==> config.mk <==
export PLATFORM = sky130hd
export DESIGN_NAME = calendar_date_arithmetic_flat
export DESIGN_NICKNAME = d
export VERILOG_FILES = /design/src/rtl/core/cda_pkg.sv /design/src/rtl/core/cda_if.sv /design/src/rtl/core/calendar_date_arithmetic.sv /design/src/flat_wrapper.sv
export SDC_FILE = /design/constraint.sdc
export NUM_CORES = 1
export LEC_CHECK = 0
export ABC_CLOCK_PERIOD_IN_PS = 6500
export BUFFER_PORTS_ARGS = -buffer_cell sky130_fd_sc_hd__buf_2
export CORE_ASPECT_RATIO = 2
export CORE_MARGIN = 8
export CORE_UTILIZATION = 54
export DETAILED_ROUTE_END_ITERATION = 6
export PLACE_DENSITY = 0.76
export SYNTH_ARGS = -nofsm -noshare
export SYNTH_HDL_FRONTEND = slang
export SYNTH_SLANG_ARGS = --single-unit
==> constraint.sdc <==
create_clock -name i_clk -period 6.5 [get_ports i_clk]
set_clock_uncertainty 0.15 [all_clocks]
set_input_delay 0 -clock i_clk [delete_from_list [all_inputs] [get_ports i_clk]]
set_output_delay 0 -clock i_clk [all_outputs]
set_load 0.005 [all_outputs]
==> src/rtl/core/cda_pkg.sv <==
// Shared types, constants and the control store for the calendar date block.
// Holds request/response payloads, sequencer codes and the month length table.
// Depends on nothing.
`timescale 1ns / 1ps

package cda_pkg;

    localparam int DAY_W   = 5;
    localparam int MONTH_W = 4;
    localparam int YEAR_W  = 16;
    localparam int ADD_W   = 16;
    localparam int CNT_W   = 10;
    localparam int WDAY_W  = ADD_W + 1;
    localparam int APB_AW  = 3;
    localparam int APB_DW  = 32;
    localparam int QUOT_W  = 12;
    localparam int MOD_W   = 5;

    localparam logic [APB_AW-1:0] REG_MAX_DIFFERENCE = 3'd0;
    localparam logic [CNT_W-1:0]  MAX_DIFFERENCE_RST = 10'd365;

    // year / 25 by reciprocal: (y * DIV25_MUL) >> DIV25_SHIFT, exact for 16-bit y
    localparam logic [32:0]       DIV25_MUL   = 33'd83887;
    localparam int                DIV25_SHIFT = 21;
    localparam logic [MOD_W-1:0]  MOD25_LAST  = 5'd24;
    localparam logic [YEAR_W-1:0] YEAR_DIV    = 16'd25;

    localparam logic [MONTH_W-1:0] M_JAN = 4'd1;
    localparam logic [MONTH_W-1:0] M_FEB = 4'd2;
    localparam logic [MONTH_W-1:0] M_APR = 4'd4;
    localparam logic [MONTH_W-1:0] M_JUN = 4'd6;
    localparam logic [MONTH_W-1:0] M_SEP = 4'd9;
    localparam logic [MONTH_W-1:0] M_NOV = 4'd11;
    localparam logic [MONTH_W-1:0] M_DEC = 4'd12;

    localparam logic [DAY_W-1:0] DAYS_28 = 5'd28;
    localparam logic [DAY_W-1:0] DAYS_29 = 5'd29;
    localparam logic [DAY_W-1:0] DAYS_30 = 5'd30;
    localparam logic [DAY_W-1:0] DAYS_31 = 5'd31;

    localparam logic CMD_ADD  = 1'b0;
    localparam logic CMD_DIFF = 1'b1;

    typedef struct packed {
        logic               command;
        logic [DAY_W-1:0]   first_day;
        logic [MONTH_W-1:0] first_month;
        logic [YEAR_W-1:0]  first_year;
        logic [DAY_W-1:0]   second_day;
        logic [MONTH_W-1:0] second_month;
        logic [YEAR_W-1:0]  second_year;
        logic [ADD_W-1:0]   days_to_add;
    } t_in_data;

    typedef struct packed {
        logic [DAY_W-1:0]   result_day;
        logic [MONTH_W-1:0] result_month;
        logic [YEAR_W-1:0]  result_year;
        logic [CNT_W-1:0]   day_count;
        logic               year_overflow;
    } t_out_data;

    typedef enum logic [2:0] {
        S_WAIT  = 3'd0,
        S_QUOT  = 3'd1,
        S_MOD   = 3'd2,
        S_AWALK = 3'd3,
        S_DCHK  = 3'd4,
        S_DSTEP = 3'd5,
        S_EMIT  = 3'd6
    } t_step;

    typedef enum logic [2:0] {
        OP_NOP,
        OP_LOAD,
        OP_QUOT,
        OP_MOD,
        OP_WALK,
        OP_STEP,
        OP_EMIT
    } t_op;

    typedef enum logic [2:0] {
        C_ALWAYS,
        C_REQ,
        C_DIFF,
        C_FITS,
        C_DATE_EQ,
        C_STEP_DONE,
        C_OUT_FREE
    } t_cond;

    typedef struct packed {
        t_op   op;
        t_cond cond;
        t_step jt;
        t_step jf;
    } t_ctrl;

    function automatic t_ctrl ucode(input t_step s);
        t_ctrl c;
        c = '{op: OP_NOP, cond: C_ALWAYS, jt: S_WAIT, jf: S_WAIT};
        unique case (s)
            S_WAIT:  c = '{op: OP_LOAD, cond: C_REQ,       jt: S_QUOT,  jf: S_WAIT};
            S_QUOT:  c = '{op: OP_QUOT, cond: C_ALWAYS,    jt: S_MOD,   jf: S_MOD};
            S_MOD:   c = '{op: OP_MOD,  cond: C_DIFF,      jt: S_DCHK,  jf: S_AWALK};
            S_AWALK: c = '{op: OP_WALK, cond: C_FITS,      jt: S_EMIT,  jf: S_AWALK};
            S_DCHK:  c = '{op: OP_NOP,  cond: C_DATE_EQ,   jt: S_EMIT,  jf: S_DSTEP};
            S_DSTEP: c = '{op: OP_STEP, cond: C_STEP_DONE, jt: S_EMIT,  jf: S_DSTEP};
            S_EMIT:  c = '{op: OP_EMIT, cond: C_OUT_FREE,  jt: S_WAIT,  jf: S_EMIT};
            default: c = '{op: OP_NOP,  cond: C_ALWAYS,    jt: S_WAIT,  jf: S_WAIT};
        endcase
        return c;
    endfunction

    function automatic logic [DAY_W-1:0] month_len(input logic [MONTH_W-1:0] m,
                                                   input logic leap);
        logic [DAY_W-1:0] len;
        case (m) inside
            M_FEB:                      len = leap ? DAYS_29 : DAYS_28;
            M_APR, M_JUN, M_SEP, M_NOV: len = DAYS_30;
            default:                    len = DAYS_31;
        endcase
        return len;
    endfunction

endpackage

==> src/rtl/core/cda_if.sv <==
// Valid/ready channels for date requests and date results.
// Depends on cda_pkg for the payload types.
`timescale 1ns / 1ps

interface cda_in_if;
    import cda_pkg::*;
    logic     valid;
    logic     ready;
    t_in_data data;
    modport source (output valid, data, input ready);
    modport sink   (input valid, data, output ready);
endinterface

interface cda_out_if;
    import cda_pkg::*;
    logic      valid;
    logic      ready;
    t_out_data data;
    modport source (output valid, data, input ready);
    modport sink   (input valid, data, output ready);
endinterface

==> src/rtl/core/calendar_date_arithmetic.sv <==
// Gregorian date add / difference engine run by a microcoded sequencer.
// Depends on cda_pkg (types, control store) and cda_if (request/result channels).
// Steps: accept, year quotient, year residue; add then walks one month boundary at a time,
// difference steps day by day, up to max(max_difference, 1) days; emit registers the result.
// One request in flight, a new one accepted only back in wait; an untaken result holds emit.
// Reset (sync, active low) idles the sequencer, empties the result slot, limit = 365.
`timescale 1ns / 1ps

module calendar_date_arithmetic (
    input  logic                          i_clk,
    input  logic                          i_rst_n,
    cda_in_if.sink                        i_req,
    cda_out_if.source                     o_rsp,
    input  logic                          psel,
    input  logic                          penable,
    input  logic                          pwrite,
    input  logic [cda_pkg::APB_AW-1:0]    paddr,
    input  logic [cda_pkg::APB_DW-1:0]    pwdata,
    output logic [cda_pkg::APB_DW-1:0]    prdata,
    output logic                          pready
);
    import cda_pkg::*;

    t_step             r_step, n_step;
    t_ctrl             w_ctrl;
    logic              w_cond;

    logic [CNT_W-1:0]  r_maxdiff;
    logic [CNT_W-1:0]  w_limit;

    logic              r_cmd;
    logic [WDAY_W-1:0] r_d;
    logic [MONTH_W-1:0] r_m;
    logic [YEAR_W-1:0] r_y;
    logic [MOD_W-1:0]  r_ymod;
    logic [QUOT_W-1:0] r_q;
    logic [DAY_W-1:0]  r_fd, r_d2;
    logic [MONTH_W-1:0] r_fm, r_m2;
    logic [YEAR_W-1:0] r_fy, r_y2;
    logic [CNT_W-1:0]  r_cnt;
    logic              r_ovf;

    t_out_data         r_out;
    logic              r_ovalid;

    logic              w_accept;
    logic              w_out_free;
    logic              w_leap;
    logic [DAY_W-1:0]  w_len;
    logic [WDAY_W-1:0] w_base, w_nd;
    logic              w_over;
    logic [MONTH_W-1:0] w_nm;
    logic [YEAR_W-1:0] w_ny;
    logic [MOD_W-1:0]  w_nymod;
    logic              w_wrap;
    logic [32:0]       w_prod;
    logic [YEAR_W-1:0] w_rem;
    logic [CNT_W-1:0]  w_cnt_inc;
    logic              w_hit;
    logic              w_eq_now, w_eq_next;

    // configuration port
    assign pready  = 1'b1;
    assign prdata  = (paddr[2] == REG_MAX_DIFFERENCE[2])
                   ? {{(APB_DW-CNT_W){1'b0}}, r_maxdiff} : '0;
    assign w_limit = (r_maxdiff == '0) ? {{(CNT_W-1){1'b0}}, 1'b1} : r_maxdiff;

    always_ff @(posedge i_clk) begin
        if (!i_rst_n) begin
            r_maxdiff <= MAX_DIFFERENCE_RST;
        end else if (psel && penable && pwrite && pready
                     && paddr[2] == REG_MAX_DIFFERENCE[2]) begin
            r_maxdiff <= pwdata[CNT_W-1:0];
        end
    end

    // control store and step counter
    always_comb begin
        w_ctrl = ucode(r_step);
    end

    always_comb begin
        case (w_ctrl.cond)
            C_ALWAYS:    w_cond = 1'b1;
            C_REQ:       w_cond = i_req.valid;
            C_DIFF:      w_cond = (r_cmd == CMD_DIFF);
            C_FITS:      w_cond = !w_over;
            C_DATE_EQ:   w_cond = w_eq_now;
            C_STEP_DONE: w_cond = w_hit || w_eq_next;
            C_OUT_FREE:  w_cond = w_out_free;
            default:     w_cond = 1'b1;
        endcase
        n_step = w_cond ? w_ctrl.jt : w_ctrl.jf;
    end

    always_ff @(posedge i_clk) begin
        if (!i_rst_n) begin
            r_step <= S_WAIT;
        end else begin
            r_step <= n_step;
        end
    end

    assign i_req.ready = (w_ctrl.op == OP_LOAD);
    assign w_accept    = i_req.valid && i_req.ready;
    assign w_out_free  = !r_ovalid || o_rsp.ready;

    // calendar datapath
    assign w_leap = (r_y[1:0] == 2'b00) && ((r_ymod != '0) || (r_y[3:0] == 4'b0000));
    assign w_len  = month_len(r_m, w_leap);
    assign w_base = (w_ctrl.op == OP_STEP) ? r_d + 1'b1 : r_d;
    assign w_over = w_base > {{(WDAY_W-DAY_W){1'b0}}, w_len};
    assign w_nd   = w_over ? w_base - {{(WDAY_W-DAY_W){1'b0}}, w_len} : w_base;

    always_comb begin
        w_nm    = r_m;
        w_ny    = r_y;
        w_nymod = r_ymod;
        w_wrap  = 1'b0;
        if (w_over) begin
            if (r_m >= M_DEC) begin
                w_nm = M_JAN;
                if (r_y == {YEAR_W{1'b1}}) begin
                    w_ny    = '0;
                    w_nymod = '0;
                    w_wrap  = 1'b1;
                end else begin
                    w_ny    = r_y + 1'b1;
                    w_nymod = (r_ymod == MOD25_LAST) ? '0 : r_ymod + 1'b1;
                end
            end else begin
                w_nm = r_m + 1'b1;
            end
        end
    end

    assign w_prod    = {{(33-YEAR_W){1'b0}}, r_y} * DIV25_MUL;
    assign w_rem     = r_y - {{(YEAR_W-QUOT_W){1'b0}}, r_q} * YEAR_DIV;
    assign w_cnt_inc = r_cnt + 1'b1;
    assign w_hit     = w_cnt_inc >= w_limit;
    assign w_eq_now  = (r_d == {{(WDAY_W-DAY_W){1'b0}}, r_d2}) && (r_m == r_m2)
                    && (r_y == r_y2);
    assign w_eq_next = (w_nd == {{(WDAY_W-DAY_W){1'b0}}, r_d2}) && (w_nm == r_m2)
                    && (w_ny == r_y2);

    always_ff @(posedge i_clk) begin
        case (w_ctrl.op)
            OP_LOAD: begin
                if (w_accept) begin
                    r_cmd <= i_req.data.command;
                    r_fd  <= i_req.data.first_day;
                    r_fm  <= i_req.data.first_month;
                    r_fy  <= i_req.data.first_year;
                    r_d2  <= i_req.data.second_day;
                    r_m2  <= i_req.data.second_month;
                    r_y2  <= i_req.data.second_year;
                    r_m   <= i_req.data.first_month;
                    r_y   <= i_req.data.first_year;
                    r_cnt <= '0;
                    r_ovf <= 1'b0;
                    if (i_req.data.command == CMD_DIFF) begin
                        r_d <= {{(WDAY_W-DAY_W){1'b0}}, i_req.data.first_day};
                    end else begin
                        r_d <= {{(WDAY_W-DAY_W){1'b0}}, i_req.data.first_day}
                             + {1'b0, i_req.data.days_to_add};
                    end
                end
            end
            OP_QUOT: r_q <= w_prod[DIV25_SHIFT +: QUOT_W];
            OP_MOD:  r_ymod <= w_rem[MOD_W-1:0];
            OP_WALK: begin
                if (w_over) begin
                    r_d    <= w_nd;
                    r_m    <= w_nm;
                    r_y    <= w_ny;
                    r_ymod <= w_nymod;
                    if (w_wrap) begin
                        r_ovf <= 1'b1;
                    end
                end
            end
            OP_STEP: begin
                r_d    <= w_nd;
                r_m    <= w_nm;
                r_y    <= w_ny;
                r_ymod <= w_nymod;
                r_cnt  <= w_cnt_inc;
            end
            OP_EMIT: begin
                if (w_out_free) begin
                    if (r_cmd == CMD_DIFF) begin
                        r_out <= '{result_day: r_fd, result_month: r_fm,
                                   result_year: r_fy, day_count: r_cnt,
                                   year_overflow: 1'b0};
                    end else begin
                        r_out <= '{result_day: r_d[DAY_W-1:0], result_month: r_m,
                                   result_year: r_y, day_count: '0,
                                   year_overflow: r_ovf};
                    end
                end
            end
            default: ;
        endcase
    end

    // hold the result until taken
    always_ff @(posedge i_clk) begin
        if (!i_rst_n) begin
            r_ovalid <= 1'b0;
        end else if (w_ctrl.op == OP_EMIT && w_out_free) begin
            r_ovalid <= 1'b1;
        end else if (o_rsp.ready) begin
            r_ovalid <= 1'b0;
        end
    end

    assign o_rsp.valid = r_ovalid;
    assign o_rsp.data  = r_out;

    a_walk_shrinks: assert property (@(posedge i_clk) disable iff (!i_rst_n)
        (r_step == S_AWALK && w_over) |=> (r_d < $past(r_d)))
        else $error("month walk did not reduce the day");

    a_ymod_range: assert property (@(posedge i_clk) disable iff (!i_rst_n)
        (r_step == S_AWALK || r_step == S_DCHK || r_step == S_DSTEP) |-> (r_ymod <= MOD25_LAST))
        else $error("year residue out of range");

    a_diff_no_ovf: assert property (@(posedge i_clk) disable iff (!i_rst_n)
        (o_rsp.valid && o_rsp.data.day_count != '0) |-> !o_rsp.data.year_overflow)
        else $error("difference result flagged overflow");

    a_emit_once: assert property (@(posedge i_clk) disable iff (!i_rst_n)
        (r_step == S_EMIT && w_out_free) |=> (r_step == S_WAIT && r_ovalid))
        else $error("result not registered on emit");

endmodule

==> src/flat_wrapper.sv <==
// flat-port wrapper written by rule: the top's interface ports become plain ports
module calendar_date_arithmetic_flat import cda_pkg::*;
  (i_clk, i_rst_n, psel, penable, pwrite, paddr, pwdata, prdata, pready, i_req_valid, i_req_data, i_req_ready, o_rsp_valid, o_rsp_data, o_rsp_ready);
  cda_in_if i_req_i ();
  cda_out_if o_rsp_i ();
  input  logic i_clk;
  input  logic i_rst_n;
  input  logic psel;
  input  logic penable;
  input  logic pwrite;
  input  logic [cda_pkg::APB_AW-1:0] paddr;
  input  logic [cda_pkg::APB_DW-1:0] pwdata;
  output logic [cda_pkg::APB_DW-1:0] prdata;
  output logic pready;
  input wire logic [$bits(i_req_i.valid)-1:0] i_req_valid;
  input wire logic [$bits(i_req_i.data)-1:0] i_req_data;
  output wire logic [$bits(i_req_i.ready)-1:0] i_req_ready;
  output wire logic [$bits(o_rsp_i.valid)-1:0] o_rsp_valid;
  output wire logic [$bits(o_rsp_i.data)-1:0] o_rsp_data;
  input wire logic [$bits(o_rsp_i.ready)-1:0] o_rsp_ready;
  assign i_req_i.valid = i_req_valid;
  assign i_req_i.data = i_req_data;
  assign i_req_ready = i_req_i.ready;
  assign o_rsp_valid = o_rsp_i.valid;
  assign o_rsp_data = o_rsp_i.data;
  assign o_rsp_i.ready = o_rsp_ready;
  calendar_date_arithmetic u_core (.i_clk(i_clk), .i_rst_n(i_rst_n), .i_req(i_req_i), .o_rsp(o_rsp_i), .psel(psel), .penable(penable), .pwrite(pwrite), .paddr(paddr), .pwdata(pwdata), .prdata(prdata), .pready(pready));
endmodule
== Word level (Yosys, flattened, before mapping) ==
Cells that the tools add are included.

* Register bits after elaboration: 166
* Output and inout port bits: 71

* Add/subtract/negate cells: 8
* Multiply operators: 2
* Magnitude comparators: 3
* Equality and inequality tests: 34
* Multiplexer cells: 43
* Bitwise operators: 1
* Reductions and logical operators: 32

{| class="wikitable"
|+ Operators with widths
! operator !! count
|-
| 2-to-1 mux 17 bit || 5
|-
| case mux 12 bit (7 select lines) || 1
|-
| 2-to-1 mux 16 bit || 5
|-
| case mux 17 bit (3 select lines) || 1
|-
| case mux 16 bit (3 select lines) || 1
|-
| 2-to-1 mux 36 bit || 1
|-
| == test 17 x 5 -> 1 bit || 2
|-
| multiplier 16 x 17 -> 33 bit, second input constant || 1
|-
| == test 16 bit || 2
|-
| 2-to-1 mux 10 bit || 3
|-
| 2-to-1 mux 5 bit || 6
|-
| == test 3 bit, second input constant || 9
|-
| case mux 10 bit (2 select lines) || 1
|-
| == test 3 x 2 -> 1 bit, second input constant || 6
|-
| adder 17 x 1 -> 17 bit, second input constant || 1
|-
| adder 5 x 16 -> 17 bit || 1
|-
| greater-than comparator 17 x 5 -> 1 bit || 1
|-
| subtractor 17 x 5 -> 17 bit || 1
|-
| adder 16 x 1 -> 16 bit, second input constant || 1
|-
| == test 16 bit, second input constant || 1
|-
| 2-to-1 mux 4 bit || 4
|-
| case mux 5 bit (3 select lines) || 1
|-
| multiplier 12 x 5 -> 5 bit, second input constant || 1
|-
| case mux 4 bit (3 select lines) || 1
|-
| other kinds (33) || 66
|}

== Depth between registers and ports, before layout ==
* Word-level depth: 13
* Mapped depth: 22
* Mapped depth without buffers: 22

== Least setup slack after synthesis ==
No wires, ideal clock.

* Kind: flip-flop to flip-flop
* From: register u_core.r_y[2]
* To: register u_core.r_d[0] (enable)
* Arrival time: 5.723 ns
* Setup slack: 0.144 ns
* Stages on the path, launching flop included: 19
* Buffers on the path: 3
* Period minus slack after synthesis: 6.356 ns
* Cell sequence: edfxtp_1 -> clkbuf_1 -> inv_1 -> ha_1 -> o41ai_1 -> nand2_1 -> nand2_1 -> o21ai_0 -> ha_1 -> inv_1 -> a21oi_1 -> nor2_1 -> a211oi_2 -> o211a_1 -> buf_6 -> nand2_1 -> clkbuf_1 -> nor2_1 -> o21ai_0

* Longest elaborated chain between the ends: 8

{| class="wikitable"
|+ Ends and longest elaborated chain
! item !! line !! RTL
|-
| from (decl) || calendar_date_arithmetic.sv:34 || <nowiki>logic [YEAR_W-1:0] r_y;</nowiki>
|-
| from (signal assigned) || calendar_date_arithmetic.sv:158 || <nowiki>r_y <= i_req.data.first_year;</nowiki>
|-
| from (signal assigned) || calendar_date_arithmetic.sv:175 || <nowiki>r_y <= w_ny;</nowiki>
|-
| from (signal assigned) || calendar_date_arithmetic.sv:185 || <nowiki>r_y <= w_ny;</nowiki>
|-
| logical NOT 4 bit || calendar_date_arithmetic.sv:109 || <nowiki>assign w_leap = (r_y[1:0] == 2'b00) && ((r_ymod != '0) || (r_y[3:0] == 4'b0000));</nowiki>
|-
| logical OR 1 bit || calendar_date_arithmetic.sv:109 ||
|-
| logical AND 1 bit || calendar_date_arithmetic.sv:109 ||
|-
| 2-to-1 mux 1 bit || cda_pkg.sv:120 || <nowiki>M_FEB: len = leap ? DAYS_29 : DAYS_28;</nowiki>
|-
| 2-to-1 mux 5 bit || cda_pkg.sv:119 || <nowiki>case (m) inside</nowiki>
|-
| greater-than comparator 17 x 5 -> 1 bit || calendar_date_arithmetic.sv:112 || <nowiki>assign w_over = w_base > {{(WDAY_W-DAY_W){1'b0}}, w_len};</nowiki>
|-
| != test 2 x 1 -> 1 bit (no line) || -- ||
|-
| AND reduction 3 bit (no line) || -- ||
|-
| to (signal assigned) || calendar_date_arithmetic.sv:162 || <nowiki>r_d <= {{(WDAY_W-DAY_W){1'b0}}, i_req.data.first_day};</nowiki>
|-
| to (signal assigned) || calendar_date_arithmetic.sv:164 || <nowiki>r_d <= {{(WDAY_W-DAY_W){1'b0}}, i_req.data.first_day}</nowiki>
|-
| to (signal assigned) || calendar_date_arithmetic.sv:173 || <nowiki>r_d <= w_nd;</nowiki>
|-
| to (decl) || calendar_date_arithmetic.sv:32 || <nowiki>logic [WDAY_W-1:0] r_d;</nowiki>
|}

Every way passes these cells.
A chain may end at the register's enable or synchronous reset.

== Final worst setup path ==
* From: register u_core.r_y[4]
* To: register u_core.r_q[4], data pin

* Longest elaborated chain between the ends: 1

{| class="wikitable"
|+ Ends and longest elaborated chain
! item !! line !! RTL
|-
| multiplier 16 x 17 -> 33 bit || calendar_date_arithmetic.sv:137 || <nowiki>assign w_prod = {{(33-YEAR_W){1'b0}}, r_y} * DIV25_MUL;</nowiki>
|-
| via u_core.w_prod[25] || calendar_date_arithmetic.sv:56 || <nowiki>logic [32:0] w_prod;</nowiki>
|-
| to (signal assigned) || calendar_date_arithmetic.sv:169 || <nowiki>OP_QUOT: r_q <= w_prod[DIV25_SHIFT +: QUOT_W];</nowiki>
|-
| to (decl) || calendar_date_arithmetic.sv:36 || <nowiki>logic [QUOT_W-1:0] r_q;</nowiki>
|}

The timed path passes the listed nets, and every way through them passes these cells.

==> run_results.csv <==
group,metric,value,unit
synth,synth_flop_cell,"edfxtp_1",
run_status,status,"finished, final reports clean",
synth,netlist.area_leader.share,30.96,%
setup_path,worst-path-max-fanout,2,
clocking,clkSinkCount,159,
drt,first_iter_violations,570,
layout,final_cell_mix,"inv_1 (164), edfxtp_1 (145), ha_1 (137)",
setup_path,path_class,"register to register",
synth,ys_seq_area_share,32.96,%
clocking,root_buffer,"clkbuf_16",
synth,synth_cell_types,83,
synth,synthTopCellsByArea,"edfxtp_1 (31%), fa_1 (14%), ha_1 (12%)",
global_route,grt_overflow_total,0,
synth,async_flop_share,0,%
floorplan,die_area,31770,um^2
flow_run,max-cap-violations,0,
floorplan,start_util,54.82,%
sta,timing.final.ws_setup,0.2526,ns
setup_path,start_kind,"register",
place,place_hpwl,33390,um
clocking,clkLatencyLatePin,0.47,ns
layout,fill_cells,2013,
layout,layout.nets,1962,
floorplan,die-height,244.2,um
synth,synth_area,14060,um^2
global_route,track_usage,28.28,%
layout,insertedDiodeCount,0,
sta,period_share,96.11,%
hold_path,holdCritPathClass,"primary input to register",
global_route,grt_pass1_wl,66940,um
floorplan,die_width,130.1,um
floorplan,pin_count,180,
synth,syn_inst,1378,
setup_path,critPathRequiredTime,6.55,ns
floorplan,rows,83,
clocking,tritoncts,"done",
drt,vias,11400,
sta,finalSetupViolCount,0,
sta,finalSetupTns,0,ns
drt,dr.pass1.iters,5,
place,place.gp.congestion,0.9693,
sta,fmax,160.1,MHz
sta,tightest_slew,1.289,ns
global_route,antenna_found_initial,0,
layout,multi_input_area,8507,um^2
clocking,htree_levels,4,
clocking,clk_pin_slew,0.08,ns
place,dpl_worst_slack,-0.07417,ns
global_route,grt_max_degree,39,
setup_path,arrival,6.30,ns
floorplan,core,25650,um^2
layout,area_growth,19.51,%
layout,final_layout_size_suffix_gt1_share,16.18,%
layout,final_common_cell,"inv_1",
sta,slew_headroom,14.07,%
clocking,cts_buffers,17,
global_route,grt_pass1_vias,12590,
drt,postRouteWirelength,43050,um
synth,avgSynthCellArea,10.20,um^2
clocking,clockBufferDepth,2,
synth,synth_seq_cells,159,
place,port_buffers,132,
synth,synth_area_leader_cell,"edfxtp_1",
sta,finalMaxSlewViolations,0,
layout,seq_area,4634,um^2
drt,ant_nets,0,
drt,vias_per_cell,5.782,
drt,drc,0,
drt,wl_per_cell,21.83,um
synth,ys_warn_count,0,
setup_path,critPathCaptureType,"register",
sta,fin_crit,6.247,ns
sta,hold_violations,0,
synth,synth-edff-count,145,
## final timing paths
path / start / endpoint / slack, ns / depth (start not counted)
min: i_req_data[4] / u_core.r_d[5]$_DFFE_PP_ / 0.09 / 5
max reg2reg: u_core.r_y[4]$_DFFE_PP_ / u_core.r_q[4]$_DFFE_PN_ / 0.25 / 19
max: u_core.r_y[4]$_DFFE_PP_ / u_core.r_q[4]$_DFFE_PN_ / 0.25 / 19
min reg2reg: u_core.r_fy[0]$_DFFE_PP_ / u_core.o_rsp.data[11]$_DFFE_PP_ / 0.39 / 2
## cell type report
cell class / instances / area share, %
clock buffers: 18 / 2.680
clock inverters: 14 / 0.9455
repair buffers: 279 / 11.94
flip-flops and latches: 159 / 27.58
inverters: 166 / 3.708
multi-input cells: 996 / 50.62
well taps: 340 / 2.531
## metrics by stage
stage	cell area [um^2]	utilization, %	hold slack [ns]	cells
after floorplan	14140	-	-0.05113	1399
after global placement	15220	59.35	0.02744	1845
after detailed placement	15220	59.35	0.02840	1845
after CTS	16760	65.35	0.07076	1969
after global routing	16810	65.52	0.1017	1972
final	16810	65.52	0.08847	1972
## kinds of logic (layout without fill, tap and decap cells)
family,Yosys count,in the layout,synth area share (%)
simple gates,373,373,14.08
mux,20,20,1.530
other cells,2,23,0.05341
fa+ha+maj,234,234,26.00
xor+xnor,112,112,6.976
buf+inv,244,477,7.474
compound gates,234,234,10.94
flops,159,159,32.96
## critical path, stage by stage (launching register included)
cell and delay [ns]:
edfxtp_1 0.42, fa_1 0.57, inv_1 0.09, fa_1 0.59
fa_1 0.44, fa_1 0.49, inv_1 0.05, fa_1 0.49
fa_1 0.42, ha_1 0.30, a21o_1 0.20, a2111oi_4 0.31
nor2_1 0.08, nor4_1 0.22, o31ai_1 0.12, a31o_2 0.25
and2_1 0.18, o41ai_2 0.33, o21bai_1 0.15, xnor2_1 0.14
## metal layers
metal	global-route usage (%)	vias to the layer above	share of wire (%)
li1	-	5250	-
met1	25.80	5528	32
met2	52.83	455	55
met3	4.818	170	4.9
met4	22.28	0	8.3
met5	0	-	0
## what timing repair did
action / 4_1_cts / 5_1_grt
gates cloned: 0 / 0
endpoints found under the hold margin: 103 / 0
setup endpoints to repair: 2 / 3
gates resized for setup: 2 / 5
pin swaps: 0 / 12
hold buffers: 92 / 0
buffers inserted: 0 / 3
## cells in the mapped netlist, types with 30 or more instances
library cell and count:
nand2_1 102, ha_1 137, nand3_1 30, o21ai_0 60, clkbuf_1 37, nor2_1 73, xnor2_1 74, edfxtp_1 145
inv_1 166, fa_1 97, xor2_1 38, buf_4 30, a21oi_1 50
## state kept, by name (all words and copies together) (netlist names), 5 cells and up, named ones only
signal,count
u_core.r_y2,16
u_core.r_d,17
u_core.r_d2,5
u_core.o_rsp.data,36
u_core.r_fy,16
u_core.r_cnt,10
u_core.r_maxdiff,10
u_core.r_y,16
u_core.r_q,5
u_core.r_ymod,5
u_core.r_fd,5
Power is left out: the tool's default activity adds up to more than one toggle a clock period on the data nets, which glitch-free logic cannot reach.
